### src/design/lbs_pkg.sv
// ----------------------------------------------------------------------------
// lbs_pkg
// Shared types, constants and arithmetic helpers of the skinning engine.
// ----------------------------------------------------------------------------
package lbs_pkg;

	localparam int DW             = 32;
	localparam int ACC_W          = 50;
	localparam int SLOT_W         = 7;
	localparam int ELEM_W         = 4;
	localparam int BONES_W        = 32;
	localparam int WGTS_W         = 64;
	localparam int BONE_W         = 8;
	localparam int WGT_W          = 16;
	localparam int FIELD_INF      = 4;
	localparam int MAX_BONES_DEF  = 64;
	localparam int INFLUENCES_DEF = 4;
	localparam int CFG_IDX_W      = 1;
	localparam int CFG_DATA_W     = 7;
	localparam int IN_TDATA_W     = 336;
	localparam int OUT_TDATA_W    = 192;

	localparam logic [CFG_IDX_W-1:0] CFG_BONE_COUNT = 1'b0;
	localparam logic [CFG_IDX_W-1:0] CFG_HAS_NORMAL = 1'b1;

	localparam logic OP_LOAD = 1'b0;
	localparam logic OP_SKIN = 1'b1;

	localparam logic signed [DW-1:0] ONE_Q16 = 32'sd65536;

	typedef struct packed {
		logic                  op;
		logic                  load_ok;
		logic [SLOT_W-1:0]     slot;
		logic [ELEM_W-1:0]     elem;
		logic [DW-1:0]         value;
		logic [2:0][DW-1:0]    pos;
		logic [2:0][DW-1:0]    nrm;
		logic [BONES_W-1:0]    bones;
		logic [WGTS_W-1:0]     weights;
	} item_t;

	typedef struct packed {
		logic       full;
		logic       empty;
		logic [1:0] count;
	} q_stat_t;

	typedef enum logic [2:0] {
		BK_IDLE, BK_ISSUE, BK_DRAIN, BK_PICK, BK_NORM, BK_OUT
	} back_state_t;

	typedef enum logic [2:0] {
		PH_BIND, PH_BONE, PH_WT, PH_INV, PH_SQ
	} phase_t;

	typedef enum logic [2:0] {
		NM_IDLE, NM_SQRT, NM_SETUP, NM_DIV, NM_DONE
	} norm_state_t;

	typedef enum logic [1:0] {
		MK_XF, MK_WT, MK_SQ
	} mac_kind_t;

	typedef struct packed {
		logic      v;
		mac_kind_t kind;
		logic [1:0] row;
		logic      last;
	} mac_tag_t;

	// floor((p + 2^15) / 2^16)
	function automatic logic signed [ACC_W-1:0] round16(input logic signed [2*DW-1:0] p);
		logic signed [2*DW-1:0] s;
		s = p + 64'sd32768;
		return ACC_W'(s >>> 16);
	endfunction

	function automatic logic signed [DW-1:0] sat32(input logic signed [ACC_W-1:0] v);
		logic [ACC_W-DW:0] hi;
		hi = v[ACC_W-1:DW-1];
		if (hi == '0 || hi == '1) begin
			return v[DW-1:0];
		end else if (v[ACC_W-1]) begin
			return {1'b1, {(DW-1){1'b0}}};
		end else begin
			return {1'b0, {(DW-1){1'b1}}};
		end
	endfunction

endpackage

### src/design/lbs_front.sv
// ----------------------------------------------------------------------------
// lbs_front
// Input side: unpacks and classifies transactions into a two-entry queue.
// ----------------------------------------------------------------------------
module lbs_front import lbs_pkg::*; #(
	parameter int MAX_BONES = MAX_BONES_DEF
) (
	input  logic                  clk,
	input  logic                  arst_n,
	input  logic                  s_tvalid,
	output logic                  s_tready,
	input  logic [IN_TDATA_W-1:0] s_tdata,
	input  logic                  s_tuser,
	input  logic                  pop,
	output item_t                 head,
	output q_stat_t               stat
);

	localparam int SLOTS    = MAX_BONES + 2;
	localparam int ELEM_LSB = SLOT_W;
	localparam int VAL_LSB  = ELEM_LSB + ELEM_W;
	localparam int POS_LSB  = VAL_LSB + DW;
	localparam int NRM_LSB  = POS_LSB + 3 * DW;
	localparam int BON_LSB  = NRM_LSB + 3 * DW;
	localparam int WGT_LSB  = BON_LSB + BONES_W;

	item_t      in_item;
	item_t      mem_q [2];
	logic       wr_ptr_q;
	logic       rd_ptr_q;
	logic [1:0] count_q;
	logic       push;

	always_comb begin
		in_item.op      = s_tuser;
		in_item.slot    = s_tdata[SLOT_W-1:0];
		in_item.elem    = s_tdata[ELEM_LSB +: ELEM_W];
		in_item.value   = s_tdata[VAL_LSB +: DW];
		for (int k = 0; k < 3; k++) begin
			in_item.pos[k] = s_tdata[POS_LSB + k * DW +: DW];
			in_item.nrm[k] = s_tdata[NRM_LSB + k * DW +: DW];
		end
		in_item.bones   = s_tdata[BON_LSB +: BONES_W];
		in_item.weights = s_tdata[WGT_LSB +: WGTS_W];
		in_item.load_ok = (s_tuser == OP_LOAD) && (32'(in_item.slot) < 32'(SLOTS));
	end

	assign s_tready    = (count_q != 2'd2);
	assign push        = s_tvalid && s_tready;
	assign head        = mem_q[rd_ptr_q];
	assign stat.full   = (count_q == 2'd2);
	assign stat.empty  = (count_q == 2'd0);
	assign stat.count  = count_q;

	always_ff @(posedge clk) begin
		if (push) begin
			mem_q[wr_ptr_q] <= in_item;
		end
	end

	always_ff @(posedge clk or negedge arst_n) begin
		if (!arst_n) begin
			wr_ptr_q <= 1'b0;
			rd_ptr_q <= 1'b0;
			count_q  <= 2'd0;
		end else begin
			if (push) begin
				wr_ptr_q <= !wr_ptr_q;
			end
			if (pop) begin
				rd_ptr_q <= !rd_ptr_q;
			end
			if (push && !pop) begin
				count_q <= count_q + 2'd1;
			end else if (pop && !push) begin
				count_q <= count_q - 2'd1;
			end
		end
	end

endmodule

### config.mk
export PLATFORM = sky130hd
export DESIGN_NAME = lbs_front
export DESIGN_NICKNAME = d
export VERILOG_FILES = /design/src/design/lbs_pkg.sv /design/src/design/lbs_front.sv
export SDC_FILE = /design/constraint.sdc
export NUM_CORES = 1
export LEC_CHECK = 0
export BUFFER_PORTS_ARGS = -buffer_cell sky130_fd_sc_hd__buf_4
export CAP_MARGIN = 20
export CORE_AREA = 2 2 267 269
export DETAILED_ROUTE_END_ITERATION = 7
export DIE_AREA = 0 0 269 271
export PLACE_DENSITY = 0.64
export SYNTH_ARGS = -nofsm -noshare
export SYNTH_HDL_FRONTEND = slang
export SYNTH_SLANG_ARGS = --single-unit
### constraint.sdc
create_clock -name clk -period 27.2 [get_ports clk]
set_input_delay 2.72 -clock clk [delete_from_list [all_inputs] [get_ports clk]]
set_output_delay 2.72 -clock clk [all_outputs]
set_load 0.01 [all_outputs]
==> metrics.txt <==
# TYPE chip_impl_metric gauge
chip_impl_info{name="outcome",value="complete, no violations"} 1
chip_impl_metric{name="postCtsHoldBufs",unit=""} 0
chip_impl_metric{name="postCtsSetupBuffers",unit=""} 0
chip_impl_metric{name="slew_viols_final",unit=""} 0
chip_impl_metric{name="ir_drop",unit="uV"} 75.1
chip_impl_metric{name="post-synth-top-area-fraction",unit=""} 0.790
chip_impl_metric{name="wl_per_cell",unit="um"} 20.6
chip_impl_metric{name="core_area",unit="um^2"} 69800
chip_impl_metric{name="cts-htree-levels",unit=""} 3
chip_impl_metric{name="post_route_cell_area",unit="um^2"} 33500
chip_impl_metric{name="clk_pin_slew",unit="ps"} 60
chip_impl_info{name="worst_setup_path_start_kind",value="register"} 1
chip_impl_metric{name="synth_seq_cells",unit=""} 670
chip_impl_metric{name="dieWidth",unit="um"} 269
chip_impl_metric{name="hpwlAfterDp",unit="um"} 39100
chip_impl_metric{name="fp.dieH",unit="um"} 271
chip_impl_metric{name="seqPwrFrac",unit=""} 0.406
chip_impl_metric{name="drtPass1Iterations",unit=""} 4
chip_impl_metric{name="syn_nets",unit=""} 1401
chip_impl_metric{name="grt_pass1_wl",unit="um"} 82000
chip_impl_metric{name="worstHoldPathCells",unit=""} 1
chip_impl_metric{name="clock_sink_count",unit=""} 670
chip_impl_info{name="rsz_0062_raised_after_global_routing",value="no"} 1
chip_impl_metric{name="worst_margin_slew",unit="ps"} 1170
chip_impl_info{name="min-delay-start",value="wr_ptr_q"} 1
chip_impl_info{name="synth_largest_area_cell",value="edfxtp_1"} 1
chip_impl_metric{name="post-route-drc-count",unit=""} 0
chip_impl_info{name="synth_most_common_cell",value="edfxtp_1"} 1
chip_impl_info{name="netlist_top_cells_area",value="edfxtp_1 (79%), mux2_4 (15%), mux2_2 (3.2%)"} 1
chip_impl_info{name="ff_to_ff_end",value="mem_q[0][80]"} 1
chip_impl_info{name="postSynth.topFlopCell",value="edfxtp_1"} 1
chip_impl_metric{name="power.density_cell_area",unit="nW/um^2"} 109
chip_impl_metric{name="final_critical_path_setup_slack",unit="ps"} 20400
chip_impl_metric{name="drt_first_iter_violations",unit=""} 651
chip_impl_metric{name="number_of_instances_resized_during_post_cts_repair",unit=""} 0
chip_impl_metric{name="syn-instance-count",unit=""} 1059
chip_impl_metric{name="postSynthAreaPerCell",unit="um^2"} 23.9
chip_impl_metric{name="grt-ovfl-total",unit=""} 0
chip_impl_metric{name="first_global_vias",unit=""} 13500
chip_impl_metric{name="final_antenna_net_count",unit=""} 0
chip_impl_info{name="hold_path.class",value="register to register"} 1
chip_impl_info{name="synth.cells.most_frequent",value="edfxtp_1 (666), mux2_4 (260), mux2_2 (73)"} 1
chip_impl_metric{name="worst_slew_margin_rel",unit=""} 0.220
chip_impl_metric{name="num_rows",unit=""} 97
chip_impl_metric{name="dieArea",unit="um^2"} 72900
chip_impl_metric{name="critPathMaxFanout",unit=""} 116
chip_impl_metric{name="routed_wl",unit="um"} 57200
chip_impl_metric{name="drive_above_1_share",unit=""} 0.608
chip_impl_info{name="worst_setup_path_end_kind",value="output port"} 1
chip_impl_metric{name="power.clock.fraction",unit=""} 0.250
chip_impl_metric{name="regToRegSetupSlack",unit="ps"} 23320
chip_impl_metric{name="antenna_found_initial",unit=""} 6
chip_impl_metric{name="p_switching",unit="mW"} 1.05
chip_impl_metric{name="intPower",unit="mW"} 2.60
chip_impl_metric{name="critical_path_arrival",unit="ps"} 4080
chip_impl_metric{name="gpl.final_weighted_congestion",unit=""} 0.786
chip_impl_metric{name="maximum_frequency_from_static_timing_analysis",unit="MHz"} 147
chip_impl_metric{name="initial_core_util",unit=""} 0.363
chip_impl_metric{name="pin_count_of_the_biggest_net_entering_global_routing",unit=""} 117
chip_impl_info{name="worstSetupPathType",value="register to output port"} 1
chip_impl_metric{name="syn_to_final_growth",unit="%"} 32.6
chip_impl_metric{name="fin_nets",unit=""} 2126
chip_impl_metric{name="combPwrFrac",unit=""} 0.344
chip_impl_metric{name="power.share.switching",unit=""} 0.287
chip_impl_metric{name="fin_setup_tns",unit="ps"} 0
chip_impl_metric{name="netlist_area",unit="um^2"} 25300
chip_impl_metric{name="via_per_inst",unit=""} 4.49
chip_impl_info{name="whs_endpoint",value="wr_ptr_q"} 1
chip_impl_metric{name="synth_enable_flop_cells",unit=""} 666
chip_impl_metric{name="cts_inserted_buffers",unit=""} 73
chip_impl_metric{name="post-place-ws",unit="ps"} 20980
chip_impl_metric{name="synth_cell_type_count",unit=""} 16
chip_impl_metric{name="p_leak",unit="nW"} 13.1
chip_impl_metric{name="pin_count",unit=""} 679
chip_impl_metric{name="insertion_delay",unit="ps"} 590
chip_impl_metric{name="fin_worst_skew",unit="ps"} 30.3
chip_impl_metric{name="r2r.worst_path.cells",unit=""} 7
chip_impl_metric{name="ys_async_sr_fraction",unit=""} 0.00597
chip_impl_info{name="cts-root-buf",value="clkbuf_16"} 1
chip_impl_metric{name="via_count",unit=""} 12500
chip_impl_metric{name="sequential_element_share_of_the_synthesized_area",unit=""} 0.794
chip_impl_info{name="worst_r2r_startpoint",value="count_q[0]"} 1
chip_impl_metric{name="ys.warnings.count",unit=""} 0
chip_impl_metric{name="finalCritPeriodShare",unit=""} 0.250
chip_impl_metric{name="port_buffers",unit=""} 673
chip_impl_info{name="tritoncts",value="done"} 1
chip_impl_metric{name="max_cap_viol_count",unit=""} 0
chip_impl_metric{name="worstPathRequired",unit="ps"} 24480
chip_impl_metric{name="clk_path_buf_depth",unit=""} 3
chip_impl_metric{name="setup_viol",unit=""} 0
chip_impl_metric{name="gr-usage-all-layers",unit=""} 0.151
chip_impl_metric{name="final-hold-violation-count",unit=""} 0
chip_impl_metric{name="final_worst_path_period_need",unit="ps"} 6800
chip_impl_metric{name="dpl-instance-area",unit="um^2"} 31300
==> layout make-up <==
cell class | instances | area (um^2)
Antenna cell | 2 | 5.00
Clock buffer | 102 | 2000
Timing Repair Buffer | 687 | 5190
Sequential cell | 670 | 20100
Tap cell | 940 | 1180
Fill cell | 5838 | 36200
Multi-Input combinational cell | 349 | 4840
Inverter | 3 | 11.3
Clock inverter | 28 | 226
==> worst max-delay path, stage by stage, from the launching register on <==
cell and delay (ps):
dfrtp_4 1010, buf_4 980, buf_12 580, mux2_4 360
buf_4 160
==> placed cells by master, fill, tap and decap left out <==
master,netlist,final
buf_4,0,685
edfxtp_1,666,666
mux2_4,260,260
clkbuf_16,0,75
mux2_2,73,73
clkbuf_1,0,25
clkinv_1,0,10
clkinv_2,0,7
inv_1,3,3
nor2_1,4,3
xor2_1,3,3
inv_6,0,3
clkinvlp_4,0,3
dfrtp_1,4,3
diode_2,0,2
nand2_1,2,2
xnor2_1,2,2
clkbuf_8,0,2
nand2b_1,1,1
nor3_1,1,1
a21oi_1,1,1
and3_4,0,1
nor2_4,0,1
ha_1,1,1
clkinv_16,0,1
clkinv_4,0,1
inv_16,0,1
clkinv_8,0,1
bufinv_16,0,1
buf_16,0,1
buf_12,0,1
dfrtp_4,0,1
==> how the worst max path moves through the flow <==
| stage | startpoint | end | cells after the start |
|---|---|---|---|
| after detailed placement | s_tvalid | mem_q[0][137] | 6 |
| after global routing | rd_ptr_q | head[87] | 4 |
| after floorplan | s_tvalid | mem_q[0][0] | 2 |
| after CTS | rd_ptr_q | head[136] | 4 |
| after global placement | s_tvalid | mem_q[0][304] | 6 |
| final | rd_ptr_q | head[136] | 4 |
==> cell families after synthesis <==
family | Yosys count | share of synthesized area
buffers and inverters | 40 | 0.0152
and+or+nand+nor | 9 | 0.00158
muxes | 333 | 0.187
DFF | 670 | 0.794
xor gates and xnor gates | 5 | 0.00173
AOI/OAI and AO/OA | 1 | 0.000198
adders and majority gates | 1 | 0.000494
==> metrics by stage <==
step	utilization	hold WS, ps	power, mW	instances
2_1_floorplan	-	461	2.35	1059
3_3_place_gp	0.448	541	2.76	2648
3_5_place_dp	0.448	560	2.78	2648
4_1_cts	0.480	576	3.71	2778
5_1_grt	0.481	602	3.82	2780
6_report	0.481	574	3.66	2781
==> metal layers <==
layer  vias up  routed length (um)  GRT usage
met1      6219               19200      0.153
met4         6                1920     0.0656
li1       5681                   -          -
met2       473               30200      0.272
met3       114                5890     0.0599
met5         -                  44          0
==> power groups by stage <==
stage	registers [mW]	clock network (mW)	logic, mW
floorplan	1.59	0	0.762
global placement	1.50	0	1.27
detailed placement	1.51	0	1.27
CTS	1.49	0.945	1.28
global route	1.50	0.985	1.33
finish	1.48	0.914	1.26
==> state kept, by name, indices dropped and copies added, names as in the netlist <==
signal	flops
rd_ptr_q	1
mem_q	666
wr_ptr_q	1
count_q	2
Note: power is estimated with default switching activity, not from simulation.
